==> config.mk <==
export PLATFORM = sky130hd
export DESIGN_NAME = gshare_out_fifo
export DESIGN_NICKNAME = d
export VERILOG_FILES = /design/src/design/gshare_pkg.sv /design/src/design/gshare_out_fifo.sv
export SDC_FILE = /design/constraint.sdc
export NUM_CORES = 1
export LEC_CHECK = 0
export ABC_CLOCK_PERIOD_IN_PS = 1300
export BUFFER_PORTS_ARGS = -buffer_cell sky130_fd_sc_hd__buf_2
export CAP_MARGIN = 20
export CORE_AREA = 2 2 39 41
export CTS_CLUSTER_DIAMETER = 40
export DETAILED_ROUTE_END_ITERATION = 10
export DIE_AREA = 0 0 41 43
export SETUP_SLACK_MARGIN = 0.2
export SLEW_MARGIN = 20
export SYNTH_ARGS = -nofsm -noshare
export SYNTH_HDL_FRONTEND = slang
export SYNTH_SLANG_ARGS = --single-unit
export TNS_END_PERCENT = 1
==> constraint.sdc <==
create_clock -name clk -period 1.3 [get_ports clk]
set_clock_uncertainty 0.05 [all_clocks]
set_input_delay 0.065 -clock clk [delete_from_list [all_inputs] [get_ports clk]]
set_output_delay 0.065 -clock clk [all_outputs]
set_load 0.02 [all_outputs]
==> src/design/gshare_pkg.sv <==
// ----------------------------------------------------------------------------
// gshare predictor package
// Shared constants, counter encoding and the result type of the gshare
// branch predictor.
// ----------------------------------------------------------------------------
package gshare_pkg;

	// default widest index and history
	localparam int INDEX_BITS_MAX_DEFAULT = 12;

	// index_bits register
	localparam int         CFG_W          = 4;
	localparam logic [3:0] INDEX_BITS_RST = 4'd8;

	// 2-bit saturating counter encoding
	typedef logic [1:0] ctr_t;
	localparam ctr_t CTR_STRONG_NOT_TAKEN = 2'd0;
	localparam ctr_t CTR_WEAK_NOT_TAKEN   = 2'd1;
	localparam ctr_t CTR_WEAK_TAKEN       = 2'd2;
	localparam ctr_t CTR_STRONG_TAKEN     = 2'd3;

	// result queue sizing
	localparam int OUT_DEPTH = 3;
	localparam int OUT_PTR_W = 2;
	localparam int OUT_CNT_W = 2;

	// one prediction result
	typedef struct packed {
		logic predicted_taken;
		logic mispredicted;
	} res_t;

	// counter moved one step toward the outcome
	function automatic ctr_t ctr_update(input ctr_t ctr, input logic outcome);
		ctr_t nxt;
		nxt = ctr;
		if (outcome) begin
			if (ctr != CTR_STRONG_TAKEN)
				nxt = ctr + 2'd1;
		end else begin
			if (ctr != CTR_STRONG_NOT_TAKEN)
				nxt = ctr - 2'd1;
		end
		return nxt;
	endfunction

endpackage

==> src/design/gshare_out_fifo.sv <==
// ----------------------------------------------------------------------------
// gshare result queue
// Small queue that holds results while the output side stalls.
// ----------------------------------------------------------------------------
module gshare_out_fifo (
	input  logic                                clk,
	input  logic                                arst_n,
	input  logic                                push,
	input  gshare_pkg::res_t                    push_data,
	input  logic                                pop,
	output logic                                not_empty,
	output gshare_pkg::res_t                    head,
	output logic [gshare_pkg::OUT_CNT_W-1:0]    count
);

	gshare_pkg::res_t                  entries [gshare_pkg::OUT_DEPTH];
	logic [gshare_pkg::OUT_PTR_W-1:0]  wptr_q;
	logic [gshare_pkg::OUT_PTR_W-1:0]  rptr_q;
	logic [gshare_pkg::OUT_CNT_W-1:0]  count_q;

	function automatic logic [gshare_pkg::OUT_PTR_W-1:0] ptr_inc(
		input logic [gshare_pkg::OUT_PTR_W-1:0] p);
		logic [gshare_pkg::OUT_PTR_W-1:0] n;
		n = p + 1'b1;
		if (p == gshare_pkg::OUT_PTR_W'(gshare_pkg::OUT_DEPTH - 1))
			n = '0;
		return n;
	endfunction

	// pointers and fill count
	always_ff @(posedge clk or negedge arst_n) begin
		if (!arst_n) begin
			wptr_q  <= '0;
			rptr_q  <= '0;
			count_q <= '0;
		end else begin
			if (push)
				wptr_q <= ptr_inc(wptr_q);
			if (pop)
				rptr_q <= ptr_inc(rptr_q);
			if (push && !pop)
				count_q <= count_q + 1'b1;
			else if (pop && !push)
				count_q <= count_q - 1'b1;
		end
	end

	// storage
	always_ff @(posedge clk) begin
		if (push)
			entries[wptr_q] <= push_data;
	end

	assign not_empty = (count_q != '0);
	assign head      = entries[rptr_q];
	assign count     = count_q;

	// never pushed when full, unless also popped
	a_no_overflow: assert property (@(posedge clk) disable iff (!arst_n)
		push |-> (count_q != gshare_pkg::OUT_CNT_W'(gshare_pkg::OUT_DEPTH)) || pop)
		else $error("result queue overflow");

	// never popped when empty
	a_no_underflow: assert property (@(posedge clk) disable iff (!arst_n)
		pop |-> not_empty)
		else $error("result queue underflow");

endmodule

==> flow_summary.ini <==
[clocking]
clock_pin_slew_on_the_worst_setup_and_hold_paths_ns = 0.07
clkSinkCount = 12
cts_post_setup_buffers_inserted = 0
cts_tree = built
cts.root.buffer_cell = sky130_fd_sc_hd__clkbuf_4
clock_tree.buffer_depth = 2
clk_latency_ns = 0.27
cts_made_buffers = 3
htreeDepth = 1

[timing]
fin_setup_tns_ns = 0
timing.hold.ws_ns = 0.04065
timing.final.max_slew_violations = 0
fmax_mhz = 831.2
period_minus_slack_ns = 1.203
hold_violations = 0
grt_setup_unrepaired = yes
worstMarginPinSlew_ns = 0.2466
timing.max_slew.rel_slack = 0.8349
count_of_endpoints_failing_setup_in_the_final_report = 0
fin_crit_sh = 0.9254

[critical_path]
worstPathRequired_ns = 1.19
worstSetupEndpointType = output pin
path_cells = mux2i_1 -> o21ai_1 -> buf_4
worstPathMaxFanout = 3
arrival_ns = 1.09
critPathLaunchType = flop
critical-path-max-stage-delay_ns = 0.40
worst_path_max_delay_cell = sky130_fd_sc_hd__dfrtp_1
critPathKind = flop to output pin

[die]
io_pins = 11
die_area_um2 = 1763
die_outline_height_um = 43
start_util = 0.3599
coreArea_um2 = 1384
total_number_of_placement_rows = 14
die-width_um = 41

[job]
max-cap-violations = 0

[global_route]
via_count_of_the_first_global_routing_pass = 314
grt_overflow = 0
number_of_antenna_violations_at_the_first_check_in_global_routing = 0
global_route.usage.total = 0.1059
global_route_wire_length_before_repair_um = 1200
grt_max_degree = 8

[place]
detailed_place_hpwl_um = 527.8
post-place-cells = 63
postPlaceCellArea_um2 = 568.0
gp_congestion = 0.6904
buffer_ports.inserted = 10

[synth]
synthDominantCellAreaShare = 0.3618
synth.yosys.seq_area_share = 0.6633
synthArstFlopShare = 0.5000
syn_nets = 44
synth.lib_cells_used.distinct = 17
ys.warnings.count = 0
dominantRegCellSynth = sky130_fd_sc_hd__edfxtp_1
top_area_cells_in_the_synthesized_netlist = sky130_fd_sc_hd__edfxtp_1 36%, sky130_fd_sc_hd__dfrtp_1 30%, sky130_fd_sc_hd__mux2i_1 6.0%
postSynthCellCount = 37
synth_area_um2 = 498.0
synth_seq_cells = 12
synth_area_leader_cell = sky130_fd_sc_hd__edfxtp_1
synth-edff-count = 6
synth_commonest_cells = 6 x sky130_fd_sc_hd__dfrtp_1, 6 x sky130_fd_sc_hd__edfxtp_1, 4 x sky130_fd_sc_hd__nand2_1
syn_avg_cell_area_um2 = 13.46

[final_layout]
drive_above_1_share = 0.2909
area_growth_syn_to_layout_pct = 27.89
layout.filler_cells = 134
nNetsFinal = 63
total_area_of_multi_input_combinational_cells_um2 = 156.4
antennaDiodeCount = 0
regArea_um2 = 330.3
final_cells = 71
final_area_um2 = 636.9

[routing]
drt_total_wl_um = 690
post_drt_wl_per_cell_um = 9.718
routed_via_density = 4.352
detail_route_antenna_nets = 0
drtPass1Iterations = 3
drc_errors = 0
vias_after_detailed_routing = 309
drt_iter0_drc = 5

[power_and_ir_drop]
sequentialPowerShare = 0.499
design_power_total_w = 0.001176
ir_worst_vdd_uv = 988.9
power_density_nw_per_um2 = 1846
p_clk_frac = 0.195
leakage_nw = 0.2938
power_switching_share = 0.3362
internal_power_w = 0.0007805
pwr-share-comb = 0.306
netSwitchingPower_w = 0.0003953

[run_status]
outcome = finished, final reports clean

[min_path]
hold_class = primary input to flop
critical path, delay by kind of cell, from the launching register on:
kind            cells  cell delay [ns]
buf+inv             1             0.16
compound gates      1             0.07
flops               1             0.40
mux                 1             0.20
cells by family (layout without fill, tap and decap cells):
kind of cell             count (synthesis)  in the layout  synth area share
flip-flops                              12             12            0.6633
AND/OR/NAND/NOR                         10             10            0.1156
AO/OA/AOI/OAI                            5              5           0.06028
XOR/XNOR                                 3              3           0.05277
multiplexers                             3              3           0.06030
buffers and inverters                    3             21           0.02261
adder cells (fa/ha/maj)                  1              1           0.02512
final timing paths:
path / depth (start not counted) / endpoint / startpoint / slack, ns
worst max-delay path: 3 / head[1] / rptr_q[0] / 0.1
worst min-delay path: 3 / rptr_q[0] / pop / 0.04
worst max register to register: 1 / entries[1][0] / wptr_q[1] / 0.24
worst min register to register: 1 / count[1] / count[1] / 0.43
max in group asynchronous: 2 / wptr_q[0] / arst_n / 0.96
min in group asynchronous: 2 / rptr_q[0] / arst_n / 0.09
what timing repair did:
item / 4_1_cts / 5_1_grt
endpoints found under the setup margin: 3 / 7
resized for setup: 0 / 1
hold endpoints to repair: 13 / 0
hold buffers: 4 / 0
registers in the layout, summed over array words and instances, names as in the netlist:
register / cells
entries: 6
rptr_q: 2
count: 2
wptr_q: 2
power groups by stage:
stage               combinational [W]  clock, W  sequential, W
global route                 0.000396  0.000255       0.000602
floorplan                    0.000209         0       0.000626
global placement             0.000343         0       0.000596
finish                       0.000360  0.000229       0.000587
detailed placement           0.000349         0       0.000597
CTS                          0.000360  0.000233       0.000590
through the flow:
stage,worst slack (ns),utilization
final,0.09698,0.4602
after global routing,0.01091,0.4602
after CTS,0.07979,0.4584
after detailed placement,0.2422,0.4105
after global placement,0.2647,0.4105
after floorplan,0.2749,-
layer usage:
layer  wire (µm)  part of all wire  global-route usage
met5           0                 0                   0
met4          20             0.029             0.06000
met3          25             0.036             0.03141
met2         330              0.48              0.1594
met1         314              0.46              0.1285
cells in the final DEF, fill, tap and decap left out, types with 2 or more instances in the layout:
master and n:
sky130_fd_sc_hd__dfrtp_1 6, sky130_fd_sc_hd__clkbuf_4 3, sky130_fd_sc_hd__dlygate4sd3_1 4, sky130_fd_sc_hd__xor2_1 2, sky130_fd_sc_hd__nor2_1 2, sky130_fd_sc_hd__o21ai_1 2
sky130_fd_sc_hd__nand2_1 4, sky130_fd_sc_hd__mux2i_1 3, sky130_fd_sc_hd__inv_1 2, sky130_fd_sc_hd__edfxtp_1 6, sky130_fd_sc_hd__a21o_1 2, sky130_fd_sc_hd__buf_2 9
final cells by class:
type / count / share of cell area
clock buffers: 3 / 0.03536
clock inverters: 1 / 0.005894
inverters: 3 / 0.01768
multi-input cells: 22 / 0.2456
flip-flops and latches: 12 / 0.5187
well taps: 16 / 0.03143
repair buffers: 14 / 0.1454
Power figures use the tool's default switching activity.
