[src/design/gshare_pkg.sv]
// ----------------------------------------------------------------------------
// gshare predictor package
// Shared constants, counter encoding and the result type of the gshare
// branch predictor.
// ----------------------------------------------------------------------------
package gshare_pkg;

	// default widest index and history
	localparam int INDEX_BITS_MAX_DEFAULT = 12;

	// index_bits register
	localparam int         CFG_W          = 4;
	localparam logic [3:0] INDEX_BITS_RST = 4'd8;

	// 2-bit saturating counter encoding
	typedef logic [1:0] ctr_t;
	localparam ctr_t CTR_STRONG_NOT_TAKEN = 2'd0;
	localparam ctr_t CTR_WEAK_NOT_TAKEN   = 2'd1;
	localparam ctr_t CTR_WEAK_TAKEN       = 2'd2;
	localparam ctr_t CTR_STRONG_TAKEN     = 2'd3;

	// result queue sizing
	localparam int OUT_DEPTH = 3;
	localparam int OUT_PTR_W = 2;
	localparam int OUT_CNT_W = 2;

	// one prediction result
	typedef struct packed {
		logic predicted_taken;
		logic mispredicted;
	} res_t;

	// counter moved one step toward the outcome
	function automatic ctr_t ctr_update(input ctr_t ctr, input logic outcome);
		ctr_t nxt;
		nxt = ctr;
		if (outcome) begin
			if (ctr != CTR_STRONG_TAKEN)
				nxt = ctr + 2'd1;
		end else begin
			if (ctr != CTR_STRONG_NOT_TAKEN)
				nxt = ctr - 2'd1;
		end
		return nxt;
	endfunction

endpackage

[src/design/gshare_index.sv]
// ----------------------------------------------------------------------------
// gshare index generation
// Holds the global history and the index_bits register, and forms the table
// index from the request address and the history.
// ----------------------------------------------------------------------------
module gshare_hist_idx #(
	parameter int INDEX_BITS_MAX = gshare_pkg::INDEX_BITS_MAX_DEFAULT
) (
	input  logic                          clk,
	input  logic                          arst_n,
	input  logic                          cfg_we,
	input  logic [gshare_pkg::CFG_W-1:0]  cfg_data,
	input  logic                          req_accept,
	input  logic [INDEX_BITS_MAX-1:0]     req_addr,
	input  logic                          req_taken,
	output logic [INDEX_BITS_MAX-1:0]     req_idx
);

	localparam int WW = 5;

	logic [gshare_pkg::CFG_W-1:0] index_bits_q;
	logic [INDEX_BITS_MAX-1:0]    hist_q;
	logic [INDEX_BITS_MAX:0]      hist_shift;
	logic [WW-1:0]                width_eff;
	logic [INDEX_BITS_MAX-1:0]    mask;

	// index width register
	always_ff @(posedge clk or negedge arst_n) begin
		if (!arst_n)
			index_bits_q <= gshare_pkg::INDEX_BITS_RST;
		else if (cfg_we)
			index_bits_q <= cfg_data;
	end

	// clamp width to 1..INDEX_BITS_MAX
	always_comb begin
		width_eff = WW'(index_bits_q);
		if (index_bits_q == '0)
			width_eff = WW'(1);
		else if (WW'(index_bits_q) > WW'(INDEX_BITS_MAX))
			width_eff = WW'(INDEX_BITS_MAX);
	end

	// low-bit mask of the active width
	always_comb begin
		for (int i = 0; i < INDEX_BITS_MAX; i++)
			mask[i] = (WW'(i) < width_eff);
	end

	assign req_idx = (req_addr ^ hist_q) & mask;

	// global history, newest outcome in bit 0
	assign hist_shift = {hist_q, req_taken};

	always_ff @(posedge clk or negedge arst_n) begin
		if (!arst_n)
			hist_q <= '0;
		else if (req_accept)
			hist_q <= hist_shift[INDEX_BITS_MAX-1:0];
	end

endmodule

[config.mk]
export PLATFORM = sky130hd
export DESIGN_NAME = gshare_hist_idx
export DESIGN_NICKNAME = d
export VERILOG_FILES = /design/src/design/gshare_pkg.sv /design/src/design/gshare_index.sv
export SDC_FILE = /design/constraint.sdc
export NUM_CORES = 1
export LEC_CHECK = 0
export ABC_AREA = 1
export BUFFER_PORTS_ARGS = -buffer_cell sky130_fd_sc_hd__buf_2
export CAP_MARGIN = 25
export CORE_ASPECT_RATIO = 0.7
export CORE_MARGIN = 2
export CORE_UTILIZATION = 25
export CTS_CLUSTER_DIAMETER = 60
export DETAILED_ROUTE_END_ITERATION = 10
export PLACE_DENSITY = 0.58
export SYNTH_ARGS = -nofsm -noshare
export SYNTH_HDL_FRONTEND = slang
export SYNTH_SLANG_ARGS = --single-unit
[constraint.sdc]
create_clock -name clk -period 2.1 [get_ports clk]
set_clock_uncertainty 0.2 [all_clocks]
set_input_delay 0.105 -clock clk [delete_from_list [all_inputs] [get_ports clk]]
set_output_delay 0.105 -clock clk [all_outputs]
set_load 0.005 [all_outputs]
==> out/qor.yml, run 1 <==
place:
  portBuffers: 32
  finalWeightedCongestion: 0.705
  hpwl_um: 1520
  dpl_worst_slack_ns: 0.810
  dp.cells: 194
final_layout:
  area_growth_pct: 43.0
  drive_above_1_share: 0.239
  antenna_cells: 0
  final_cell_mix: "nand2_1, buf_2, inv_1, nor2_1, dfrtp_1"
  multi_input_area_um2: 362
  nNetsFinal: 185
  fillers: 366
  final_common_cell: "nand2_1"
  regArea_um2: 402
  post-route-util: 0.379
  final_cells: 210
sta:
  final-setup-viol-count: 0
  fmax_mhz: 494
  post-route-period-util: 0.964
  rsz0062_at_grt: "no"
  setup_slack_ns: 0.0758
  tightest_slew_ns: 0.379
  report.final.slew_viol_count: 0
  period_needed_ns: 2.02
  tns_ns: 0
  relSlewSlack: 0.747
  hold_slack_ns: -0.0409
  hold_viol: 2
clock_network:
  cts_buffers: 3
  cts.path.max_buffers: 2
  cts_tree: "yes"
  path_clk_slew_ns: 0.06
  postCtsSetupBuffers: 0
  clock_latency_ns: 0.25
  cts.sinks: 16
  cts-root-buf: "clkbuf_8"
  cts_resized: 0
  htreeDepth: 1
global_route:
  grt_max_degree: 25
  grt_pass1_wl_um: 3190
  grt.total_usage: 0.109
  antenna_found_initial: 0
  overflow: 0
  grt_pass1_vias: 776
yosys:
  synthTopCellsByArea: "dfrtp_1, nand2_1, o21ai_0, inv_1, nor2_1"
  ys_ff_latch: 16
  synthCells: 118
  syn_avg_cell_area_um2: 7.22
  postSynthNetCount: 139
  yosys_warnings: 0
  syn_area_um2: 852
  yosys.area.top_type: "dfrtp_1"
  yosysUniqueCellTypes: 16
  synth_top_area_frac: 0.441
  seq_area_frac_synth: 0.471
floorplanning:
  fp.dieH_um: 52.8
  io_pins: 33
  initial_core_util: 0.265
  die_w_um: 73.8
  placementRows: 17
  die_area_um2: 3900
  design.core.area_um2: 3210
drt:
  via_count: 819
  detail-route-antenna-nets: 0
  via_per_inst: 3.90
  wirelength_um: 1950
  top_layer: "met3"
  wl_met3_um: 134
  met2WireLength_um: 875
  drt-wirelength-per-cell_um: 9.28
  drt_iter0_drc: 44
  drc_errors: 0
  first_pass_iters: 5
  met1_length_um: 938
worst_setup_path:
  rr_worst_depth: 3
  cp.arrival_ns: 1.95
  end_kind: "flop"
  required_ns: 2.03
  critPathMaxFanout: 1
  worstSetupStartpointType: "input pin"
  worstSetupPathType: "in2reg"
pwr:
  netSwitchingPower_w: 0.000232
  powerDensity_nw_per_um2: 668
  pwr-share-comb: 0.241
  pwr-share-seq: 0.474
  ir_drop_mv: 0.320
  leakage_nw: 0.647
  p_sw_frac: 0.285
  p_int_w: 0.000582
  clkPwrFrac: 0.286
flow_run:
  maxCapViolations: 0
outcome:
  violations: "hold timing"
  status: "finished with violations"
worst_hold_path:
  hold_depth: 2
  holdCritPathClass: "in2reg"
power groups by stage:
stage	registers [W]	logic, W	clock network (W)
final	0.000386	0.000196	0.000233
after floorplan	0.000380	0.000111	0
after detailed placement	0.000391	0.000180	0
after global routing	0.000392	0.000224	0.000263
after global placement	0.000389	0.000177	0
after CTS	0.000385	0.000205	0.000247
cells by family after synthesis:
group | after synthesis | share of synthesized area
AO/OA/AOI/OAI | 19 | 0.112
buffers and inverters | 22 | 0.104
AND/OR/NAND/NOR | 55 | 0.251
XOR/XNOR | 6 | 0.0617
flip-flops | 16 | 0.471
registers in the layout, indices dropped and copies added, names as in the netlist:
signal and flops:
hist_q 12, index_bits_q 4
synthesized netlist by cell type:
cell / instances
o21ai_0: 13
nor2_1: 17
nand3_1: 3
a21oi_1: 6
xnor2_1: 5
dfrtp_1: 15
inv_1: 17
inv_2: 2
nor3_1: 1
nand2_1: 33
buf_4: 1
nor2_2: 1
buf_2: 1
dfstp_2: 1
clkbuf_2: 1
xor2_1: 1
per-stage QoR:
stage               hold WS [ns]  power [W]  cell area [um2]
finish                   -0.0409   0.000814             1220
global route              0.0184   0.000878             1220
CTS                       0.0697   0.000838             1240
detailed placement        -0.157   0.000571             1050
global placement          -0.162   0.000566             1050
floorplan                 -0.391   0.000491              852
cell type report:
cell class,instances,share of cell area
Tap cell,47,0.0483
Clock buffer,4,0.0370
Sequential cell,16,0.330
Multi-Input combinational cell,80,0.297
Inverter,19,0.0585
Timing Repair Buffer,44,0.230
metal layers:
layer,vias to the layer above,track usage
met5,-,0
met4,0,0
met3,0,0.0462
met2,28,0.182
met1,345,0.139
li1,446,-
path summary, 6_finish.rpt:
path,from,endpoint,slack [ns]
min in group asynchronous,arst_n,hist_q[7],0.11
max in group asynchronous,arst_n,index_bits_q[3],1.28
hold reg to reg,hist_q[1],hist_q[2],0.32
setup reg to reg,index_bits_q[3],index_bits_q[3],0.47
setup / recovery,cfg_data[0],index_bits_q[0],0.08
hold / removal,cfg_we,index_bits_q[2],-0.04
critical path: stages:
cell,delay (ns)
dlygate4sd3_1,0.53
buf_2,0.12
nand2_1,0.05
dlygate4sd3_1,0.53
o21ai_0,0.07
dlygate4sd3_1,0.55
what timing repair did:
action,4_1_cts,5_1_grt
hold endpoints to repair,21,0
hold buffers,14,0
setup endpoints to repair,0,2
Power figures use the tool's default switching activity.
==> inputs of run 2 (changes only) <==
--- a/config.mk
+++ b/config.mk
@@ -13,6 +13,7 @@
 export CORE_UTILIZATION = 25
 export CTS_CLUSTER_DIAMETER = 60
 export DETAILED_ROUTE_END_ITERATION = 10
+export GPL_TIMING_DRIVEN = 0
 export PLACE_DENSITY = 0.58
 export SYNTH_ARGS = -nofsm -noshare
 export SYNTH_HDL_FRONTEND = slang
==> run 2 against run 1 <==
Critical path depth stayed put. Combinational power is 6% higher. Core utilization is 1.2 points higher. Largest power group unchanged. Die area stayed put. Worst hold slack worse by 0.012 ns. First-iteration DRC count stayed put. The run still ends with hold timing left. Highest routed layer is now met4.
==> out/qor.yml, run 2 (synthesis gave the netlist of run 1 again) <==
outcome:
  status: "finished with violations"
  violations: "hold timing"
clock_network:
  cts.path.max_buffers: 2
  cts_buffers: 3
  postCtsSetupBuffers: 0
  htreeDepth: 1
  path_clk_slew_ns: 0.06
  cts-root-buf: "clkbuf_8"
  cts_tree: "yes"
  cts.sinks: 16
  cts_resized: 0
  clock_latency_ns: 0.25
place:
  finalWeightedCongestion: 0.749
  dpl_worst_slack_ns: 0.791
  hpwl_um: 1620
  portBuffers: 32
worst_hold_path:
  holdCritPathClass: "in2reg"
  hold_depth: 2
  holdCritStartpoint: "cfg_we"
  hold_end: "index_bits_q[2]"
sta:
  hold_viol: 1
  tightest_slew_ns: 0.375
  relSlewSlack: 0.750
  setup_slack_ns: 0.0692
  rsz0062_at_grt: "no"
  report.final.slew_viol_count: 0
  period_needed_ns: 2.03
  final-setup-viol-count: 0
  hold_slack_ns: -0.0529
  post-route-period-util: 0.967
  fmax_mhz: 492
  tns_ns: 0
final_layout:
  nNetsFinal: 190
  largest_reg_flops: 12
  antenna_cells: 0
  reg_top3: "hist_q (12), index_bits_q (4)"
  largest_register: "hist_q"
  post-route-util: 0.391
  area_growth_pct: 47.4
  drive_above_1_share: 0.250
  final_cell_mix: "nand2_1, buf_2, inv_1, nor2_1, dfrtp_1"
floorplanning:
  placementRows: 17
  io_pins: 33
  design.core.area_um2: 3210
  die_w_um: 73.8
  die_area_um2: 3900
  initial_core_util: 0.265
  fp.dieH_um: 52.8
worst_setup_path:
  crit_chain: "dlygate4sd3_1 -> buf_2 -> nand2_1 -> dlygate4sd3_1 -> o21ai_0 -> dlygate4sd3_1"
  critPathMaxFanout: 1
  path_buf_inv: 4
  worstSetupPathType: "in2reg"
  worstSetupStartpointType: "input pin"
  end_kind: "flop"
  critical-path-slowest-cell: "dlygate4sd3_1"
  required_ns: 2.03
  ff2ff_setup_slack_ns: 0.46
  rr_worst_depth: 3
  slowest_delay_ns: 0.56
  cp.arrival_ns: 1.96
  crit_path_frequent_cell: "dlygate4sd3_1"
  critical_path.top_delay_family: "buffers and inverters"
  rr_endpoint: "index_bits_q[3]"
  r2r_start: "index_bits_q[3]"
global_route:
  grt_max_degree: 17
  antenna_found_initial: 0
  grt_pass1_wl_um: 3370
  grt.total_usage: 0.118
  grt_pass1_vias: 789
  overflow: 0
pwr:
  clkPwrFrac: 0.287
  powerDensity_nw_per_um2: 660
  p_int_w: 0.000589
  pwr-share-comb: 0.251
  p_sw_frac: 0.290
  pwr-share-seq: 0.462
  ir_drop_mv: 0.253
  netSwitchingPower_w: 0.000240
  leakage_nw: 0.668
drt:
  drt-wirelength-per-cell_um: 9.78
  via_count: 875
  drt_iter0_drc: 44
  wirelength_um: 2100
  detail-route-antenna-nets: 0
  first_pass_iters: 4
  via_per_inst: 4.07
  drc_errors: 0
flow_run:
  maxCapViolations: 0
## run 2: cell types whose count changed in the layout (fill, tap and decap cells not counted), sizes merged
cell,change
dlygate4sd3,+2
clkbuf,+1
buf,+2
## run 2: repair_timing
action | 4_1_cts | 5_1_grt
hold buffers | 15 | 0
hold endpoints to repair | 25 | 0
setup endpoints to repair | 0 | 1
## run 2: area by class of cell
class,count,area [um2]
clock buffer,4,45.0
inverter,19,71.3
tap,47,58.8
multi-input combinational,80,362
sequential,16,402
fill,352,1960
buffer,3,17.5
timing repair buffer,46,300
## run 2: per-layer routing
| layer | vias to the layer above | global-route usage | share of wire |
|---|---|---|---|
| li1 | 457 | - | - |
| met1 | 391 | 0.142 | 0.49 |
| met2 | 24 | 0.190 | 0.43 |
| met3 | 3 | 0.0500 | 0.066 |
| met4 | 0 | 0.0364 | 0.0076 |
| met5 | - | 0 | 0 |
## run 2: through the flow
stage	std cells	cell area, um2	total power, W	hold slack, ns
5_1_grt	215	1260	0.000891	0.00305
2_1_floorplan	118	852	0.000491	-0.391
3_3_place_gp	197	1070	0.000570	-0.164
3_5_place_dp	197	1070	0.000577	-0.157
6_report	215	1260	0.000829	-0.0529
4_1_cts	216	1270	0.000844	0.110
## run 2: how the worst max path moves through the flow
stage / from / to / cells past startpoint
3_5_place_dp: index_bits_q[3] / req_idx[6] / 5
3_3_place_gp: index_bits_q[3] / req_idx[6] / 5
2_1_floorplan: index_bits_q[3] / req_idx[6] / 4
5_1_grt: cfg_data[1] / index_bits_q[1] / 6
4_1_cts: cfg_data[1] / index_bits_q[1] / 6
6_report: cfg_data[1] / index_bits_q[1] / 6
## run 2: power groups by stage
| stage | sequential, W | combinational, W | clock, W |
|---|---|---|---|
| global route | 0.000388 | 0.000240 | 0.000263 |
| CTS | 0.000383 | 0.000215 | 0.000246 |
| finish | 0.000383 | 0.000208 | 0.000238 |
| floorplan | 0.000380 | 0.000111 | 0 |
| global placement | 0.000387 | 0.000183 | 0 |
| detailed placement | 0.000388 | 0.000188 | 0 |
## run 2: worst reg2reg max path, cell delays in order (launching register included)
cell and delay, ns:
dfstp_2 0.61, inv_2 0.08, o21ai_0 0.14, dlygate4sd3_1 0.56
